**config.mk**
```make
export PLATFORM = sky130hd
export DESIGN_NAME = swd_host_transaction_engine_top
export DESIGN_NICKNAME = d
export VERILOG_FILES = /design/src/hdl/swdhte_pkg.sv /design/src/hdl/swd_host_transaction_engine_top.sv /design/src/hdl/swdhte_front.sv /design/src/hdl/swdhte_engine.sv /design/src/hdl/swdhte_res_q.sv
export VERILOG_INCLUDE_DIRS = /design/src /design/src/hdl
export SDC_FILE = /design/constraint.sdc
export NUM_CORES = 1
export LEC_CHECK = 0
export BUFFER_PORTS_ARGS = -buffer_cell sky130_fd_sc_hd__buf_4
export CORE_MARGIN = 3
export CORE_UTILIZATION = 28
export DETAILED_ROUTE_END_ITERATION = 10
export GPL_TIMING_DRIVEN = 0
export MAX_ROUTING_LAYER = met4
export PLACE_DENSITY = 0.46
export SYNTH_ARGS = -nofsm -noshare
export SYNTH_HDL_FRONTEND = slang
export SYNTH_HIERARCHICAL = 1
export SYNTH_SLANG_ARGS = --single-unit
```
**constraint.sdc**
```tcl
create_clock -name clk -period 4.6 [get_ports clk]
set_input_delay 0.46 -clock clk [delete_from_list [all_inputs] [get_ports clk]]
set_output_delay 0.46 -clock clk [all_outputs]
set_load 0.02 [all_outputs]
```
**src/hdl/swd_host_transaction_engine_top_defines.svh**
```systemverilog
// ----------------------------------------------------------------------------
// SWD host transaction engine: assertion macros
// Shared check macros; they compile to nothing when ASSERT_OFF is defined.
// ----------------------------------------------------------------------------
`ifndef SWD_HOST_TRANSACTION_ENGINE_TOP_DEFINES_SVH
`define SWD_HOST_TRANSACTION_ENGINE_TOP_DEFINES_SVH

`ifndef ASSERT_OFF
// same-cycle implication, sampled on clk, off while rst_n is low
`define SWDHTE_ASSERT_IMP(lbl, ante, cons) \
  lbl: assert property (@(posedge clk) disable iff (!rst_n) (ante) |-> (cons)) \
    else $error("swdhte: same-cycle check failed");
// next-cycle implication
`define SWDHTE_ASSERT_NXT(lbl, ante, cons) \
  lbl: assert property (@(posedge clk) disable iff (!rst_n) (ante) |=> (cons)) \
    else $error("swdhte: next-cycle check failed");
`else
`define SWDHTE_ASSERT_IMP(lbl, ante, cons)
`define SWDHTE_ASSERT_NXT(lbl, ante, cons)
`endif

`endif

```
**src/hdl/swdhte_pkg.sv**
```systemverilog
// ----------------------------------------------------------------------------
// SWD host transaction engine package
// Command and phase codes, header constants, request and result records.
// ----------------------------------------------------------------------------
package swdhte_pkg;

  typedef enum logic [1:0] {
    CMD_READ       = 2'd0,
    CMD_WRITE      = 2'd1,
    CMD_LINE_RESET = 2'd2,
    CMD_TICK       = 2'd3
  } cmd_t;

  typedef enum logic [10:0] {
    PH_IDLE   = 11'b000_0000_0001,
    PH_HDR    = 11'b000_0000_0010,
    PH_TRN_A  = 11'b000_0000_0100,
    PH_ACK    = 11'b000_0000_1000,
    PH_TRN_W  = 11'b000_0001_0000,
    PH_WDATA  = 11'b000_0010_0000,
    PH_RDATA  = 11'b000_0100_0000,
    PH_RPAR   = 11'b000_1000_0000,
    PH_TRN_R  = 11'b001_0000_0000,
    PH_RST_HI = 11'b010_0000_0000,
    PH_RST_LO = 11'b100_0000_0000
  } phase_t;

  // request header: start, APnDP, RnW, A2, A3, parity, stop, park (LSB first)
  localparam logic [7:0] HDR_WRITE_BASE = 8'h81;
  localparam logic [7:0] HDR_READ_BASE  = 8'h85;
  localparam logic [7:0] HDR_APNDP      = 8'h02;
  localparam logic [7:0] HDR_A2         = 8'h08;
  localparam logic [7:0] HDR_A3         = 8'h10;
  localparam logic [7:0] HDR_PARITY     = 8'h20;

  localparam logic [5:0] HDR_BITS    = 6'd8;
  localparam logic [5:0] ACK_BITS    = 6'd3;
  localparam logic [5:0] WDATA_BITS  = 6'd33;
  localparam logic [5:0] RDATA_BITS  = 6'd32;
  localparam logic [5:0] RST_HI_CLKS = 6'd56;
  localparam logic [5:0] RST_LO_CLKS = 6'd8;

  localparam logic [2:0] ACK_OK = 3'b001;

  // classified request, as queued between front and engine
  typedef struct packed {
    cmd_t        cmd;
    logic [7:0]  hdr;
    logic [32:0] wframe;    // data word plus parity in bit 32, zero for reads
    logic        swdio_in;
  } swd_req_t;

  typedef struct packed {
    logic        clock_pulse;
    logic        swdio_out;
    logic        swdio_drive;
    logic        busy_res;
    logic        done_res;
    logic [2:0]  ack_code;
    logic [31:0] read_data;
    logic        parity_error;
    logic        request_rejected;
  } swd_res_t;

endpackage

```
**src/hdl/swd_host_transaction_engine_top.sv**
```systemverilog
// ----------------------------------------------------------------------------
// SWD host transaction engine, top level
// Path: a request is registered in the front queue, passes the wire sequencer and
// is registered in the result queue; throughput is one request per cycle, set by the
// sequencer, which retires one request a cycle while the result queue has room.
// Reset: synchronous, active-low rst_n; both queues empty, sequencer idle.
// ----------------------------------------------------------------------------
module swd_host_transaction_engine_top
  import swdhte_pkg::*;
(
  input  logic        clk,
  input  logic        rst_n,
  // request side
  input  logic        push,
  output logic        full,
  input  logic [1:0]  in_cmd,
  input  logic        in_ap_select,
  input  logic [1:0]  in_reg_addr_bits,
  input  logic [31:0] in_write_data,
  input  logic        in_swdio_in,
  // result side
  output logic        empty,
  input  logic        pop,
  output logic        out_clock_pulse,
  output logic        out_swdio_out,
  output logic        out_swdio_drive,
  output logic        out_busy_res,
  output logic        out_done_res,
  output logic [2:0]  out_ack_code,
  output logic [31:0] out_read_data,
  output logic        out_parity_error,
  output logic        out_request_rejected
);

  // front -> engine
  logic     q_valid;
  logic     q_pop;
  swd_req_t q_data;
  // engine -> result queue
  logic     res_push;
  logic     res_full;
  swd_res_t res_data;
  swd_res_t head;

  // Front: precomputes the 8-bit request header (with its parity) and the
  // 33-bit write frame (data plus even parity) so the sequencer only shifts.
  swdhte_front u_front (
    .clk              (clk),
    .rst_n            (rst_n),
    .push             (push),
    .full             (full),
    .in_cmd           (in_cmd),
    .in_ap_select     (in_ap_select),
    .in_reg_addr_bits (in_reg_addr_bits),
    .in_write_data    (in_write_data),
    .in_swdio_in      (in_swdio_in),
    .q_valid          (q_valid),
    .q_pop            (q_pop),
    .q_data           (q_data)
  );

  // Sequencer: every request yields exactly one result. Start requests latch
  // a read, write or line reset (or are rejected while busy); tick requests
  // advance one wire clock through header, turnaround, ack, data or line-reset phases.
  swdhte_engine u_engine (
    .clk      (clk),
    .rst_n    (rst_n),
    .q_valid  (q_valid),
    .q_pop    (q_pop),
    .q_data   (q_data),
    .res_full (res_full),
    .res_push (res_push),
    .res_data (res_data)
  );

  // Result queue decouples the consumer; a stalled pop backs up into the
  // sequencer, and from there into the front queue and full.
  swdhte_res_q u_res_q (
    .clk      (clk),
    .rst_n    (rst_n),
    .res_push (res_push),
    .res_data (res_data),
    .res_full (res_full),
    .empty    (empty),
    .pop      (pop),
    .head     (head)
  );

  assign out_clock_pulse      = head.clock_pulse;
  assign out_swdio_out        = head.swdio_out;
  assign out_swdio_drive      = head.swdio_drive;
  assign out_busy_res         = head.busy_res;
  assign out_done_res         = head.done_res;
  assign out_ack_code         = head.ack_code;
  assign out_read_data        = head.read_data;
  assign out_parity_error     = head.parity_error;
  assign out_request_rejected = head.request_rejected;

endmodule

```
**src/hdl/swdhte_front.sv**
```systemverilog
// ----------------------------------------------------------------------------
// SWD front end
// Takes requests, builds the header and write frame, queues them (2 deep).
// ----------------------------------------------------------------------------
module swdhte_front
  import swdhte_pkg::*;
(
  input  logic        clk,
  input  logic        rst_n,
  input  logic        push,
  output logic        full,
  input  logic [1:0]  in_cmd,
  input  logic        in_ap_select,
  input  logic [1:0]  in_reg_addr_bits,
  input  logic [31:0] in_write_data,
  input  logic        in_swdio_in,
  output logic        q_valid,
  input  logic        q_pop,
  output swd_req_t    q_data
);

  swd_req_t   ent_r [2];
  logic       wptr_r, wptr_nxt;
  logic       rptr_r, rptr_nxt;
  logic [1:0] cnt_r, cnt_nxt;
  logic       wr_en;
  swd_req_t   req;
  logic       rd;
  logic       hpar;

  always_comb begin
    rd         = (cmd_t'(in_cmd) == CMD_READ);
    hpar       = rd ^ in_ap_select ^ in_reg_addr_bits[0] ^ in_reg_addr_bits[1];
    req.cmd    = cmd_t'(in_cmd);
    req.hdr    = (rd ? HDR_READ_BASE : HDR_WRITE_BASE)
               | (in_ap_select        ? HDR_APNDP  : 8'h00)
               | (in_reg_addr_bits[0] ? HDR_A2     : 8'h00)
               | (in_reg_addr_bits[1] ? HDR_A3     : 8'h00)
               | (hpar                ? HDR_PARITY : 8'h00);
    req.wframe = rd ? 33'd0 : {^in_write_data, in_write_data};
    req.swdio_in = in_swdio_in;
  end

  assign full    = (cnt_r == 2'd2);
  assign wr_en   = push && !full;
  assign q_valid = (cnt_r != 2'd0);
  assign q_data  = ent_r[rptr_r];

  always_comb begin
    wptr_nxt = wptr_r ^ wr_en;
    rptr_nxt = rptr_r ^ q_pop;
    cnt_nxt  = cnt_r + {1'b0, wr_en} - {1'b0, q_pop};
  end

  always_ff @(posedge clk) begin
    if (wr_en) begin
      ent_r[wptr_r] <= req;
    end
  end

  always_ff @(posedge clk) begin
    if (!rst_n) begin
      wptr_r <= 1'b0;
      rptr_r <= 1'b0;
      cnt_r  <= 2'd0;
    end else begin
      wptr_r <= wptr_nxt;
      rptr_r <= rptr_nxt;
      cnt_r  <= cnt_nxt;
    end
  end

endmodule

```
**src/hdl/swdhte_engine.sv**
```systemverilog
// ----------------------------------------------------------------------------
// SWD wire sequencer
// Header, ack, data, line-reset phases; one request per cycle if not stalled.
// ----------------------------------------------------------------------------
`include "swd_host_transaction_engine_top_defines.svh"

module swdhte_engine
  import swdhte_pkg::*;
(
  input  logic     clk,
  input  logic     rst_n,
  input  logic     q_valid,
  output logic     q_pop,
  input  swd_req_t q_data,
  input  logic     res_full,
  output logic     res_push,
  output swd_res_t res_data
);

  phase_t      phase_r, phase_nxt;
  logic [5:0]  cnt_r, cnt_nxt;
  logic [32:0] tx_r, tx_nxt;
  logic [31:0] rx_r, rx_nxt;
  logic        par_r, par_nxt;
  logic [2:0]  ack_r, ack_nxt;
  logic        is_read_r, is_read_nxt;
  logic [7:0]  hdr_r, hdr_nxt;
  logic        fire;
  logic [5:0]  cnt_inc;
  logic [2:0]  ack_set;
  logic        din;

  assign fire     = q_valid && !res_full;
  assign q_pop    = fire;
  assign res_push = fire;
  assign cnt_inc  = cnt_r + 6'd1;
  assign din      = q_data.swdio_in;
  assign ack_set  = ack_r | (3'(din) << cnt_r[1:0]);

  always_comb begin
    phase_nxt   = phase_r;
    cnt_nxt     = cnt_r;
    tx_nxt      = tx_r;
    rx_nxt      = rx_r;
    par_nxt     = par_r;
    ack_nxt     = ack_r;
    is_read_nxt = is_read_r;
    hdr_nxt     = hdr_r;
    res_data    = '0;

    if (fire) begin
      if (q_data.cmd != CMD_TICK) begin
        if (phase_r != PH_IDLE) begin
          res_data.request_rejected = 1'b1;
        end else begin
          ack_nxt = 3'd0;
          cnt_nxt = 6'd0;
          if (q_data.cmd == CMD_LINE_RESET) begin
            is_read_nxt = 1'b0;
            phase_nxt   = PH_RST_HI;
          end else begin
            hdr_nxt     = q_data.hdr;
            tx_nxt      = q_data.wframe;
            rx_nxt      = 32'd0;
            par_nxt     = 1'b0;
            is_read_nxt = (q_data.cmd == CMD_READ);
            phase_nxt   = PH_HDR;
          end
        end
      end else if (phase_r != PH_IDLE) begin
        res_data.clock_pulse = 1'b1;
        case (phase_r)
          PH_HDR: begin
            res_data.swdio_drive = 1'b1;
            res_data.swdio_out   = hdr_r[0];
            hdr_nxt              = {1'b0, hdr_r[7:1]};
            cnt_nxt              = cnt_inc;
            if (cnt_inc >= HDR_BITS) begin
              cnt_nxt   = 6'd0;
              phase_nxt = PH_TRN_A;
            end
          end
          PH_TRN_A: begin
            ack_nxt   = 3'd0;
            cnt_nxt   = 6'd0;
            phase_nxt = PH_ACK;
          end
          PH_ACK: begin
            ack_nxt = ack_set;
            cnt_nxt = cnt_inc;
            if (cnt_inc >= ACK_BITS) begin
              cnt_nxt = 6'd0;
              if (ack_set == ACK_OK) begin
                phase_nxt = is_read_r ? PH_RDATA : PH_TRN_W;
              end else begin
                phase_nxt         = PH_IDLE;
                res_data.done_res = 1'b1;
              end
            end
          end
          PH_TRN_W: begin
            cnt_nxt   = 6'd0;
            phase_nxt = PH_WDATA;
          end
          PH_WDATA: begin
            res_data.swdio_drive = 1'b1;
            res_data.swdio_out   = tx_r[0];
            tx_nxt               = {1'b0, tx_r[32:1]};
            cnt_nxt              = cnt_inc;
            if (cnt_inc >= WDATA_BITS) begin
              cnt_nxt           = 6'd0;
              phase_nxt         = PH_IDLE;
              res_data.done_res = 1'b1;
            end
          end
          PH_RDATA: begin
            rx_nxt  = {din, rx_r[31:1]};
            par_nxt = par_r ^ din;
            cnt_nxt = cnt_inc;
            if (cnt_inc >= RDATA_BITS) begin
              cnt_nxt   = 6'd0;
              phase_nxt = PH_RPAR;
            end
          end
          PH_RPAR: begin
            par_nxt   = par_r ^ din;
            phase_nxt = PH_TRN_R;
          end
          PH_TRN_R: begin
            res_data.read_data    = rx_r;
            res_data.parity_error = par_r;
            res_data.done_res     = 1'b1;
            phase_nxt             = PH_IDLE;
          end
          PH_RST_HI: begin
            res_data.swdio_drive = 1'b1;
            res_data.swdio_out   = 1'b1;
            cnt_nxt              = cnt_inc;
            if (cnt_inc >= RST_HI_CLKS) begin
              cnt_nxt   = 6'd0;
              phase_nxt = PH_RST_LO;
            end
          end
          PH_RST_LO: begin
            res_data.swdio_drive = 1'b1;
            cnt_nxt              = cnt_inc;
            if (cnt_inc >= RST_LO_CLKS) begin
              cnt_nxt           = 6'd0;
              phase_nxt         = PH_IDLE;
              res_data.done_res = 1'b1;
            end
          end
          default: begin
            res_data.clock_pulse = 1'b0;
            cnt_nxt              = 6'd0;
            phase_nxt            = PH_IDLE;
          end
        endcase
      end
      res_data.busy_res = (phase_nxt != PH_IDLE);
      res_data.ack_code = ack_nxt;
    end
  end

  always_ff @(posedge clk) begin
    if (!rst_n) begin
      phase_r   <= PH_IDLE;
      cnt_r     <= 6'd0;
      tx_r      <= 33'd0;
      rx_r      <= 32'd0;
      par_r     <= 1'b0;
      ack_r     <= 3'd0;
      is_read_r <= 1'b0;
      hdr_r     <= 8'd0;
    end else begin
      phase_r   <= phase_nxt;
      cnt_r     <= cnt_nxt;
      tx_r      <= tx_nxt;
      rx_r      <= rx_nxt;
      par_r     <= par_nxt;
      ack_r     <= ack_nxt;
      is_read_r <= is_read_nxt;
      hdr_r     <= hdr_nxt;
    end
  end

  `SWDHTE_ASSERT_IMP(a_drive_needs_clk, res_push && res_data.swdio_drive, res_data.clock_pulse)
  `SWDHTE_ASSERT_IMP(a_done_goes_idle, res_push && res_data.done_res, phase_nxt == PH_IDLE)
  `SWDHTE_ASSERT_IMP(a_reject_holds, res_push && res_data.request_rejected, !res_data.clock_pulse && phase_nxt == phase_r)
  `SWDHTE_ASSERT_NXT(a_stall_holds_count, !fire && phase_r == PH_HDR, phase_r == PH_HDR && $stable(cnt_r))
  `SWDHTE_ASSERT_IMP(a_rdata_only_done, res_push && res_data.read_data != 32'd0, res_data.done_res)

endmodule

```
**src/hdl/swdhte_res_q.sv**
```systemverilog
// ----------------------------------------------------------------------------
// SWD result queue
// Two-entry queue of results toward the consumer; full feeds back to engine.
// ----------------------------------------------------------------------------
module swdhte_res_q
  import swdhte_pkg::*;
(
  input  logic     clk,
  input  logic     rst_n,
  input  logic     res_push,
  input  swd_res_t res_data,
  output logic     res_full,
  output logic     empty,
  input  logic     pop,
  output swd_res_t head
);

  swd_res_t   ent_r [2];
  logic       wptr_r, wptr_nxt;
  logic       rptr_r, rptr_nxt;
  logic [1:0] cnt_r, cnt_nxt;
  logic       rd_en;

  assign res_full = (cnt_r == 2'd2);
  assign empty    = (cnt_r == 2'd0);
  assign rd_en    = pop && !empty;
  assign head     = ent_r[rptr_r];

  always_comb begin
    wptr_nxt = wptr_r ^ res_push;
    rptr_nxt = rptr_r ^ rd_en;
    cnt_nxt  = cnt_r + {1'b0, res_push} - {1'b0, rd_en};
  end

  always_ff @(posedge clk) begin
    if (res_push) begin
      ent_r[wptr_r] <= res_data;
    end
  end

  always_ff @(posedge clk) begin
    if (!rst_n) begin
      wptr_r <= 1'b0;
      rptr_r <= 1'b0;
      cnt_r  <= 2'd0;
    end else begin
      wptr_r <= wptr_nxt;
      rptr_r <= rptr_nxt;
      cnt_r  <= cnt_nxt;
    end
  end

endmodule

```
# [Word level (Yosys, flattened, before mapping)]
# Memories as Yosys holds them, arrays and structs flattened. A register that Yosys moved wholly into a read port is not among the register bits.
# Index checks and enable logic that the tools add are counted.
[word_totals] reg_bits=103 mem_bits_rw=172 inputBits=42 output_inout_bits=44 wordCells=166 mem_count=2
[mem_list] name="u_front.ent_r" depth=2 width=44 read_ports=1 rd_clocked_by_memory_dff=1 write_ports=1 line_no="swdhte_front.sv:22" source="swd_req_t ent_r [2];"
[mem_list] name="u_res_q.ent_r" depth=2 width=42 read_ports=1 rd_clocked_by_memory_dff=1 write_ports=1 line_no="swdhte_res_q.sv:18" source="swd_res_t ent_r [2];"
[classes] add_sub_neg=5 magnitude_cmp=5 n_eq_ne=20 n_shift=1 muxes=78 bitwise=14 n_reduce_logical=27
[op_table] cell="33-bit two-way mux" n=9
[op_table] cell="32-bit two-way mux" n=5
[op_table] cell="11-bit two-way mux" n=11
[op_table] cell="11-bit one-hot mux with 9 select lines" n=1
[op_table] cell="6-bit two-way mux" n=9
[op_table] cell="42-bit two-way mux" n=1
[op_table] cell="8-bit two-way mux" n=5
[op_table] cell="6-bit one-hot mux with 6 select lines" n=1
[op_table] cell="8-bit OR" n=4
[op_table] cell="32-bit XOR reduction" n=1
[op_table] cell="1-bit two-way mux" n=22
[op_table] cell="11-bit by 1-bit inequality test with 1-bit output, second input constant" n=2
[op_table] cell="5-bit AND reduction" n=4
[op_table] cell="6-bit greater-or-equal comparator, second input constant" n=3
[op_table] cell="3-bit two-way mux" n=6
[op_table] cell="2-bit nonzero test" n=6
[op_table] cell="11-bit by 10-bit == test with 1-bit output, second input constant" n=1
[op_table] cell="11-bit == test, second input constant" n=1
[op_table] cell="11-bit by 2-bit == test with 1-bit output, second input constant" n=1
[op_table] cell="11-bit by 3-bit == test with 1-bit output, second input constant" n=1
[op_table] cell="11-bit by 4-bit == test with 1-bit output, second input constant" n=1
[op_table] cell="11-bit by 5-bit == test with 1-bit output, second input constant" n=1
[op_table] cell="11-bit by 6-bit == test with 1-bit output, second input constant" n=1
[op_table] cell="11-bit by 7-bit == test with 1-bit output, second input constant" n=1
[op_table] cell="31 further kinds" n=52

# [Logic depth before layout (Yosys ltp)]
# Gate-level depths: netlist of the first run.
[depth] word_depth=11 ltp_mapped=16 mapped_depth_nobuf=9

# [Hierarchy]
# Netlist of the first run, hierarchy kept.
[by_module_without_submodules] module="swdhte_engine" n_inst=1 cells_each=667 area_per_inst_um2=5107.4 seq_area_each_um2=1901.8
[by_module_without_submodules] module="swdhte_front" n_inst=1 cells_each=228 area_per_inst_um2=3751.1 seq_area_each_um2=2562.5
[by_module_without_submodules] module="swdhte_res_q" n_inst=1 cells_each=154 area_per_inst_um2=3453.3 seq_area_each_um2=2622.5

# [Least setup slack after synthesis of the first run]
# Ideal clock, no wire load.
[synth_timing] path_kind="reg2reg" startpoint="register (tool-made name)" endpoint="register u_engine.tx_r[17]" setup_time_ps=88 arrival_time_ps=3379 t_required_ps=4512 slack_ps=1132 path_stages_with_launch=17 path_buffers=7 synth_period_minus_slack_ps=3468 cell_sequence="dfxtp_1 clkbuf_1 buf_2 mux2_1 and2_1 clkbuf_1 inv_1 clkbuf_1 clkbuf_1 ha_1 nand2_1 a31oi_4 a21boi_1 buf_6 buf_2 nor2_1 a311oi_2"
[synth_lines] item="end signal, assigned" line_no="swdhte_engine.sv:178" source="tx_r <= tx_nxt;"
[synth_lines] item="end, declared" line_no="swdhte_engine.sv:22" source="logic [32:0] tx_r, tx_nxt;"

==> reports/qor.yml, run 1 <==
worst_setup_path:
  cp_top_family: "buffers and inverters"
  cpPeakStageDelay_ns: 0.53
  cp_cell_sequence: "clkbuf_4, mux2_1, and2_1, clkbuf_1, inv_1, clkbuf_2, clkbuf_2, ha_1, nand2_1, a31oi_4, a21boi_1, buf_6, buf_2, nor2_1, a311oi_1"
  r2r-end: "u_engine/tx_r[23]"
  path_buf_inv: 7
  worst_path_most_repeated_cell: "clkbuf_2"
  ff2ff_setup_slack_ns: 0.31
  cp_max_fo: 10
  critPathRequiredTime_ns: 5.05
  cp_slowest_cell: "dfxtp_1"
  start_kind: "flop"
  arrival_ns: 4.75
  worst-setup-path-type: "reg -> reg"
  reg2reg_depth: 15
  endpoint_kind: "flop"
cts:
  clk_latency_ns: 0.55
  htree_levels: 1
  hold_buffers: 0
  clk_pin_slew_ns: 0.06
  cts_tree: "built"
  numCtsBuffers: 30
  clock_sinks: 271
  clockBufferDepth: 3
  cts_root_buffer: "clkbuf_16"
run_status:
  status: "finished clean"
power:
  p_comb_share_pct: 35.0
  netSwitchingFraction_pct: 32.9
  pwr-share-clk_pct: 27.7
  ir_worst_vdd_mv: 0.269
  powerDensity_mw_per_mm2: 605
  leakage_nw: 5.34
  seqPwrFrac_pct: 37.3
  switching_power_mw: 2.95
  p_total_mw: 8.97
  internal_power_mw: 6.02
yosys:
  synth_cells: 1049
  synth_top_family_by_area: "simple AND/OR/NAND/NOR gates"
  ys_warn_count: 6
  synth_compound_area_share_pct: 9.15
  yosys.area_share.simple_pct: 16.1
  synth_most_common_cell: "nand2_1"
  async_flop_share_pct: 0
  synth.avg_cell_area_um2: 11.7
  synth_common_cells: "nand2_1 (169), edfxtp_1 (166), dfxtp_1 (105)"
  synth-main-ff-cell: "edfxtp_1"
  synth.area.mux_share_pct: 8.97
  synth_top_area_cell: "edfxtp_1"
  synthTopCellsByArea: "edfxtp_1 (40%), dfxtp_1 (17%), nand2_1 (5.2%), mux2_4 (4.9%), mux2_1 (3.9%)"
  yosysSeqAreaShare_pct: 57.6
  yosysTopAreaCellShare_pct: 40.5
  synth_seq_cells: 271
  synthXorXnorAreaFrac_pct: 3.10
  synth_area_mm2: 0.0123
  yosys.cell_types.count: 86
  yosys.area_share.adder_pct: 1.22
  synth_edf_count: 166
timing:
  post-route-period-util_pct: 93.3
  fin_hold_ws_ns: 0.0984
  relSlewSlack_pct: 55.3
  period_needed_ns: 4.29
  rsz0062_at_grt: "false"
  setup_violations: 0
  slew_viol_final: 0
  skew_ns: 0.00868
  hold_viol: 0
  fmax_mhz: 233
  tightest_slew_ns: 0.670
finish:
  fin_util_pct: 34.3
  fillers: 4352
  syn_to_final_growth_pct: 20.4
  nNetsFinal: 1224
  antenna_cells: 0
  drive_gt1_share_pct: 21.4
drt:
  drcViolationCount: 0
  routedWlPerCell_um: 15.3
  first_iter_violations: 480
  ant_nets: 0
  via_count: 8014
  via_per_inst: 4.50
  dr.pass1.iters: 6
  wl_mm: 27.2
place:
  dp_hpwl_mm: 19.2
  io_buffer_count: 85
  place.gp.congestion: 0.861
die:
  die_h_um: 216
  core_mm2: 0.0433
  die_area_mm2: 0.0465
  die_x_um: 216
  ios: 86
  rows: 76
  start_util_pct: 28.5
min_path:
  holdPathEnd: "u_front/ent_r[0][0]"
  hold_start: "in_swdio_in"
  hold_depth: 1
  hold_class: "in -> reg"
global_routing:
  antenna_found_initial: 0
  globalRouteOverflowTotal: 0
  grt_first_pass_wirelength_mm: 43.5
  grt_pass1_vias: 7999
  grt_max_degree: 23
  grt_usage_pct: 11.8
job:
  maxCapViolations: 0
## through the flow
step / cell area (um^2) / instances / worst slack [ns] / setup TNS, ns
floorplan: 12300 / 1050 / 1.13 / 0
global placement: 13700 / 1720 / -0.344 / -14.11
detailed placement: 13800 / 1724 / -0.343 / -12.05
CTS: 14800 / 1780 / 0.0672 / 0
global route: 14800 / 1779 / 0.0166 / 0
finish: 14800 / 1779 / 0.306 / 0
## worst max-delay path by stage
stage               startpoint  slack (ns)  depth (start not counted)                end
floorplan                 flop        1.13                         16  u_engine/tx_r[17]
CTS                       flop        0.07                         16  u_engine/tx_r[23]
global placement          flop       -0.34                         15  u_engine/tx_r[25]
global route              flop        0.02                         15  u_engine/tx_r[23]
finish                    flop        0.31                         15  u_engine/tx_r[23]
detailed placement        flop       -0.34                         15  u_engine/tx_r[26]
## power by group through the flow
| stage | Combinational [mW] | Sequential [mW] | Clock (mW) |
|---|---|---|---|
| floorplan | 2.22 | 3.35 | 0 |
| global placement | 3.14 | 3.40 | 0 |
| detailed placement | 3.20 | 3.39 | 0 |
| CTS | 3.21 | 3.34 | 2.57 |
| global route | 3.46 | 3.40 | 2.67 |
| finish | 3.14 | 3.35 | 2.48 |
## cell usage in the layout (no fill, tap or decap), types with 5 or more instances in the layout
cell | netlist | routed
edfxtp_1 | 166 | 166
clkinv_2 | 0 | 5
nor2_1 | 63 | 63
nor3_1 | 14 | 14
o21ai_0 | 10 | 10
xor2_1 | 9 | 9
and2_1 | 44 | 44
mux2_1 | 43 | 43
a31oi_1 | 5 | 5
nand2_1 | 169 | 169
clkbuf_16 | 0 | 31
a21oi_1 | 47 | 47
nand2b_1 | 7 | 7
ha_1 | 12 | 8
inv_1 | 19 | 19
buf_6 | 11 | 11
clkbuf_8 | 0 | 9
buf_4 | 6 | 91
nor2b_1 | 41 | 41
xnor2_1 | 32 | 32
nand4_1 | 7 | 7
mux2_4 | 40 | 40
a311oi_1 | 38 | 38
buf_2 | 22 | 20
clkbuf_1 | 29 | 32
dfxtp_1 | 105 | 105
nand3_1 | 13 | 13
## what timing repair did
item	in CTS	in global routing
endpoints found under the hold margin	0	0
setup endpoints to repair	64	39
resized for setup	3	2
setup buffers	0	0
## per-layer routing
| metal | track usage [%] | wire, um | share of wire, % | vias to the layer above |
|---|---|---|---|---|
| li1 | - | - | - | 3990 |
| met1 | 14.7 | 12200 | 45 | 3834 |
| met2 | 20.4 | 13300 | 49 | 151 |
| met3 | 1.99 | 1180 | 4.3 | 39 |
| met4 | 2.64 | 512 | 1.9 | 0 |
| met5 | - | 0 | 0 | - |
## registers in the layout, summed over array words and instances (netlist names), 3 cells and up, named ones only
signal / cells
u_engine/tx_r: 33
u_engine/ack_r: 3
u_res_q/ent_r: 84
u_engine/phase_r: 11
u_engine/hdr_r: 8
u_front/ent_r: 82
u_engine/cnt_r: 6
u_engine/rx_r: 32
## worst reg2reg max path: stages (launching register included)
cell and delay, ns:
dfxtp_1 0.53, clkbuf_4 0.34, mux2_1 0.44, and2_1 0.17, clkbuf_1 0.17, inv_1 0.25
clkbuf_2 0.34, clkbuf_2 0.31, ha_1 0.17, nand2_1 0.10, a31oi_4 0.33, a21boi_1 0.29
buf_6 0.19, buf_2 0.24, nor2_1 0.07, a311oi_1 0.25
## final cells by class
cell class / count / area [um^2] / area share, %
clock buffers: 47 / 926 / 6.25
repair buffers: 89 / 718 / 4.84
inverters: 20 / 75.1 / 0.506
flip-flops and latches: 271 / 7090 / 47.8
well taps: 585 / 732 / 4.94
multi-input cells: 690 / 4770 / 32.2
clock inverters: 9 / 119 / 0.802
plain buffers: 68 / 397 / 2.68
## cells by family (layout without fill, tap and decap cells)
| family | Yosys count | after routing |
|---|---|---|
| XOR/XNOR | 42 | 42 |
| adder cells (fa/ha/maj) | 12 | 12 |
| AO/OA/AOI/OAI | 150 | 150 |
| multiplexers | 85 | 85 |
| other | 2 | 3 |
| AND/OR/NAND/NOR | 398 | 398 |
| buffers and inverters | 89 | 233 |
| flip-flops | 271 | 271 |
No activity file was read; power rests on OpenSTA's default activity.
==> inputs of run 2 (changes only) <==
- ABC_AREA: default -> 1
- BUFFER_PORTS_ARGS: -buffer_cell sky130_fd_sc_hd__buf_4 -> default
- CTS_CLUSTER_DIAMETER: default -> 60
- DONT_BUFFER_PORTS: default -> 1
- PLACE_DENSITY: 0.46 -> 0.44
==> reports/qor.yml, run 2 <==
drt:
  first_iter_violations: 539  # +12%
  drcViolationCount: 0  # unchanged
  via_count: 8628  # +7.7%
  ant_nets: 0  # unchanged
  routedWlPerCell_um: 14.9  # -2.5%
  wl_mm: 28.7  # +5.4%
  dr.pass1.iters: 4  # -2
  via_per_inst: 4.49  # -0.40%
timing:
  post-route-period-util_pct: 89.1  # -4.3 points
  tightest_slew_ns: 0.721  # +0.0507 ns
  rsz0062_at_grt: "false"
  hold_viol: 0  # unchanged
  slew_viol_final: 0  # unchanged
  relSlewSlack_pct: 51.9  # -3.4 points
  fin_hold_ws_ns: 0.0373  # -0.0611 ns
  skew_ns: 0.0249  # +0.0162 ns
  setup_violations: 0  # unchanged
  tns_ns: 0  # unchanged
  period_needed_ns: 4.10  # -0.196 ns
  fmax_mhz: 244  # +4.8%
global_routing:
  globalRouteOverflowTotal: 0  # unchanged
  antenna_found_initial: 0  # unchanged
  grt_max_degree: 31  # +35%
  grt_pass1_vias: 8654  # +8.2%
  grt_usage_pct: 12.3  # +0.48 points
  grt_first_pass_wirelength_mm: 46.2  # +6.3%
finish:
  syn_to_final_growth_pct: 14.8
  layout_common_cells: "nand2_1 (274), edfxtp_1 (166), inv_1 (151)"
  nNetsFinal: 1359  # +11%
  largest_reg_flops: 84  # unchanged
  drive_gt1_share_pct: 17.1  # -4.2 points
  regMostFlops: "u_res_q/ent_r"
  antenna_cells: 0  # unchanged
  layout_commonest_cell: "nand2_1"
  reg.largest.list: "u_res_q/ent_r: 84 flops, u_front/ent_r: 82 flops, u_engine/tx_r: 33 flops"
die:
  ios: 86  # unchanged
  die_area_mm2: 0.0483  # +3.7%
  rows: 77  # +1.3%
  die_h_um: 220  # +1.8%
  core_mm2: 0.0447  # +3.3%
  die_x_um: 220  # +1.8%
  start_util_pct: 28.6  # +0.14 points
cts:
  hold_buffers: 0  # unchanged
  clk_pin_slew_ns: 0.06  # about the same
  cts_resized: 0  # -3
  cts_setup_buffers: 0  # unchanged
  cts_root_buffer: "clkbuf_16"
  cts_tree: "built"
  htree_levels: 2  # +1
  numCtsBuffers: 34  # +13%
  clock_sinks: 271  # unchanged
  clockBufferDepth: 3  # unchanged
  clk_latency_ns: 0.52  # -0.03 ns
power:
  leakage_nw: 5.69  # +6.6%
  ir_worst_vdd_mv: 0.268  # -0.40%
  powerDensity_mw_per_mm2: 646  # +6.7%
yosys:
  synth_cells: 1265  # +21%
  async_flop_share_pct: 0  # unchanged
  yosysTopAreaCellShare_pct: 39.0  # -1.5 points
  yosysSeqAreaShare_pct: 55.4  # -2.1 points
  synth_area_mm2: 0.0128  # +3.8%
  synth_most_common_cell: "nand2_1"
  synth_common_cells: "nand2_1 (274), edfxtp_1 (166), inv_1 (151)"
  synth-main-ff-cell: "edfxtp_1"
  synthTopCellsByArea: "edfxtp_1 (39%), dfxtp_1 (16%), nand2_1 (8.0%), mux2_4 (4.7%), inv_1 (4.4%)"
  synth_top_area_cell: "edfxtp_1"
  synth.avg_cell_area_um2: 10.1  # -14%
  synth_edf_count: 166  # unchanged
  ys_warn_count: 6  # unchanged
  yosys.cell_types.count: 41  # -52%
  synth_seq_cells: 271  # unchanged
place:
  dp_hpwl_mm: 20.2  # +5.6%
  place.gp.congestion: 0.889  # +3.3%
  io_buffer_count: 0  # -100%
worst_setup_path:
  worst-setup-path-type: "reg -> reg"
  start_kind: "flop"
  critPathRequiredTime_ns: 5.04  # about the same
  arrival_ns: 4.54  # -0.21 ns
  endpoint_kind: "flop"
  cp_max_fo: 19  # +9
run_status:
  status: "finished clean"
min_path:
  hold_class: "in -> reg"
job:
  maxCapViolations: 0  # unchanged
==> run 2: through the flow <==
step           util (%)  std cells  instance area [um^2]  setup slack, ns  power (mW)
2_1_floorplan         -       1266                 12800             1.58        6.24
3_3_place_gp       30.3       1858                 13500           0.0571        7.01
3_5_place_dp       30.5       1862                 13600           0.0322        7.07
4_1_cts            32.8       1923                 14700            0.429        9.64
5_1_grt            32.8       1923                 14700           0.0797        10.1
6_report           32.8       1923                 14700            0.502        9.48
==> run 2: area by class of cell <==
type | count | area [um^2]
inverter | 159 | 597
fill | 4629 | 30000
sequential | 271 | 7090
multi-input combinational | 774 | 4740
clock inverter | 13 | 126
timing repair buffer | 4 | 80.1
tap | 592 | 741
clock buffer | 49 | 937
buffer | 61 | 370
==> run 2: layer usage <==
metal,GRT usage (%),up-vias,part of all wire [%]
met5,-,-,0
met4,3.22,0,1.6
met3,3.30,33,6.2
met2,20.0,172,46
met1,15.3,4072,46
li1,-,4351,-
==> run 2: worst paths after layout <==
check	startpoint	to	slack [ns]	cells after the start
hold reg to reg	u_engine/tx_r[6]	u_engine/tx_r[5]	0.46	2
setup / recovery	flop	u_engine/tx_r[28]	0.50	14
setup reg to reg	flop	u_engine/tx_r[28]	0.50	14
hold / removal	rst_n	u_front/cnt_r[0]	0.04	2
==> run 2: logic make-up after synthesis <==
logic type	synth area share, %
simple gates	16.1
flops	55.4
buf+inv	7.59
compound gates	9.44
mux	8.49
xor+xnor	1.71
fa+ha+maj	1.17
other cells	0.0587
==> run 2: report_power, final <==
group	leakage [nW]	internal (mW)	switching, mW	total [mW]
combinational	2.76	1.16	2.11	3.27
sequential	2.43	3.43	0.259	3.69
clock	0.503	1.49	1.03	2.52
total	5.69	6.09	3.39	9.48
==> run 2: critical path, cell delays in order (launching register included) <==
cell and delay [ns]:
dfxtp_1 0.30, clkbuf_1 0.27, buf_2 0.33, mux2_2 0.41
nand2_1 0.09, buf_2 0.40, clkbuf_1 0.48, ha_1 0.23
nand2_1 0.05, inv_1 0.15, nand2_4 0.11, nor2_2 0.41
clkbuf_1 0.46, o21ai_0 0.15, a31oi_1 0.16
==> inputs of run 3 (changes only) <==
- ABC_AREA: 1 -> 0
- SKIP_CTS_REPAIR_TIMING: default -> 1
==> reports/qor.yml, run 3 (synthesized netlist as in run 1, its figures left out) <==
run_status:
  status: "finished clean"
power:
  netSwitchingFraction_pct: 33.5  # -2.2 points
  internal_power_mw: 5.85  # -4.0%
  p_comb_share_pct: 32.6  # -1.9 points
  pwr-share-clk_pct: 29.4  # +2.8 points
  seqPwrFrac_pct: 38.0  # -0.9 points
  leakage_nw: 4.95  # -13%
  ir_worst_vdd_mv: 0.251  # -6.3%
  p_total_mw: 8.80  # -7.2%
  powerDensity_mw_per_mm2: 617  # -4.5%
  switching_power_mw: 2.95  # -13%
finish:
  drive_gt1_share_pct: 15.8  # -1.3 points
  regMostFlops: "u_res_q/ent_r"
  layout_commonest_cell: "nand2_1"
  largest_reg_flops: 84  # unchanged
  fillers: 4352  # -6.0%
  antenna_cells: 0  # unchanged
  final_cells: 1699  # -12%
  syn_to_final_growth_pct: 15.9
  reg.largest.list: "u_res_q/ent_r: 84 flops, u_front/ent_r: 82 flops, u_engine/tx_r: 33 flops"
  fin_util_pct: 33.0  # +0.13 points
  layout_common_cells: "nand2_1 (169), edfxtp_1 (166), dfxtp_1 (105)"
  nNetsFinal: 1144  # -16%
global_routing:
  grt_pass1_vias: 7843  # -9.4%
  globalRouteOverflowTotal: 0  # unchanged
  grt_first_pass_wirelength_mm: 43.7  # -5.5%
  antenna_found_initial: 0  # unchanged
  grt_max_degree: 31  # unchanged
  grt_usage_pct: 12.1  # -0.21 points
cts:
  clockBufferDepth: 3  # unchanged
  clock_sinks: 271  # unchanged
  clk_pin_slew_ns: 0.06  # about the same
  cts_tree: "built"
  htree_levels: 2  # unchanged
  clk_latency_ns: 0.52  # about the same
  cts_root_buffer: "clkbuf_16"
  numCtsBuffers: 34  # unchanged
drt:
  drcViolationCount: 0  # unchanged
  dr.pass1.iters: 5  # +1
  routedWlPerCell_um: 15.9  # +6.5%
  first_iter_violations: 339  # -37%
  via_count: 7670  # -11%
  wl_mm: 27.0  # -5.9%
  ant_nets: 0  # unchanged
  via_per_inst: 4.51  # +0.62%
min_path:
  hold_class: "in -> reg"
  hold_depth: 0  # -2
  hold_start: "in_reg_addr_bits[0]"
place:
  dp_hpwl_mm: 18.8  # -7.3%
  place.gp.congestion: 0.869  # -2.3%
  io_buffer_count: 0  # unchanged
  dp.cells: 1639  # -12%
worst_setup_path:
  critPathCapture: "u_engine/tx_r[4]"
  start_kind: "flop"
  cp_max_fo: 10  # -9
  r2r-end: "u_engine/tx_r[4]"
  ff2ff_setup_slack_ns: 0.47  # -0.04 ns
  worst-setup-path-type: "reg -> reg"
  reg2reg_depth: 15  # +1
  arrival_ns: 4.54  # about the same
  endpoint_kind: "flop"
  critPathRequiredTime_ns: 5.01  # -0.03 ns
die:
  start_util_pct: 28.5  # -0.14 points
  rows: 76  # -1.3%
  ios: 86  # unchanged
  die_h_um: 216  # -1.8%
  die_x_um: 216  # -1.8%
  core_mm2: 0.0433  # -3.2%
  die_area_mm2: 0.0465  # -3.6%
timing:
  post-route-period-util_pct: 89.8  # +0.77 points
  tightest_slew_ns: 0.724  # +0.00326 ns
  tns_ns: 0  # unchanged
  fmax_mhz: 242  # -0.86%
  rsz0062_at_grt: "false"
  slew_viol_final: 0  # unchanged
  hold_viol: 0  # unchanged
  period_needed_ns: 4.13  # +0.0355 ns
  skew_ns: 0.0163  # -0.00866 ns
  setup_violations: 0  # unchanged
  relSlewSlack_pct: 51.7  # -0.22 points
  fin_hold_ws_ns: 0.0403  # +0.00300 ns
job:
  maxCapViolations: 0  # unchanged
==> run 3: cell types whose count changed in the layout (fill, tap and decap cells not counted), moves of 31 or more <==
cell,change
and2_1,+43
o21ai_0,-50
inv_1,-132
nand3_1,-31
a311oi_1,+38
mux2_2,-43
mux2_1,+43
nor2b_1,+41
nand2_1,-105
a31oi_1,-34
==> run 3: critical path, stage by stage (launching register included) <==
cell,delay (ns)
dfxtp_1,0.48
clkbuf_4,0.32
mux2_1,0.43
and2_1,0.17
clkbuf_1,0.16
inv_1,0.26
clkbuf_4,0.33
clkbuf_2,0.28
ha_1,0.18
nand2_1,0.10
a31oi_4,0.31
a21boi_2,0.27
buf_6,0.18
buf_2,0.24
nor2_1,0.06
a311oi_1,0.25
==> run 3: through the flow <==
step           area (um^2)  worst slack, ns
2_1_floorplan        12300             1.13
3_3_place_gp         13000           -0.345
3_5_place_dp         13100           -0.428
4_1_cts              14200           -0.444
5_1_grt              14300           0.0597
6_report             14300            0.467
==> run 3: how the worst min path moves through the flow <==
stage,slack [ns],to
2_1_floorplan,0.43,u_engine/rx_r[0]
3_3_place_gp,0.44,u_engine/rx_r[0]
3_5_place_dp,0.46,u_engine/rx_r[15]
4_1_cts,-0.0006,u_front/ent_r[0][42]
5_1_grt,0.0005,u_front/ent_r[1][37]
6_report,0.04,u_front/ent_r[1][37]
==> run 3: area by class of cell <==
| class | count | area [um^2] | area share [%] |
|---|---|---|---|
| plain buffers | 68 | 399 | 2.80 |
| clock buffers | 44 | 950 | 6.66 |
| clock inverters | 16 | 155 | 1.09 |
| inverters | 20 | 75.1 | 0.526 |
| multi-input cells | 690 | 4780 | 33.5 |
| flip-flops and latches | 271 | 7090 | 49.7 |
| well taps | 585 | 732 | 5.13 |
| repair buffers | 5 | 90.1 | 0.632 |
==> run 3: power by group through the flow <==
stage | Clock [mW] | Sequential, mW | Combinational (mW)
finish | 2.59 | 3.34 | 2.87
global route | 2.80 | 3.40 | 3.19
CTS | 2.70 | 3.34 | 2.93
detailed placement | 0 | 3.39 | 2.92
global placement | 0 | 3.40 | 2.86
floorplan | 0 | 3.35 | 2.22
==> run 3: per-layer routing <==
| metal | up-vias | GRT usage, % | wire length (um) |
|---|---|---|---|
| li1 | 3829 | - | - |
| met1 | 3646 | 15.5 | 12500 |
| met2 | 153 | 19.5 | 12700 |
| met3 | 42 | 2.39 | 1180 |
| met4 | 0 | 3.90 | 533 |
| met5 | - | - | 0 |
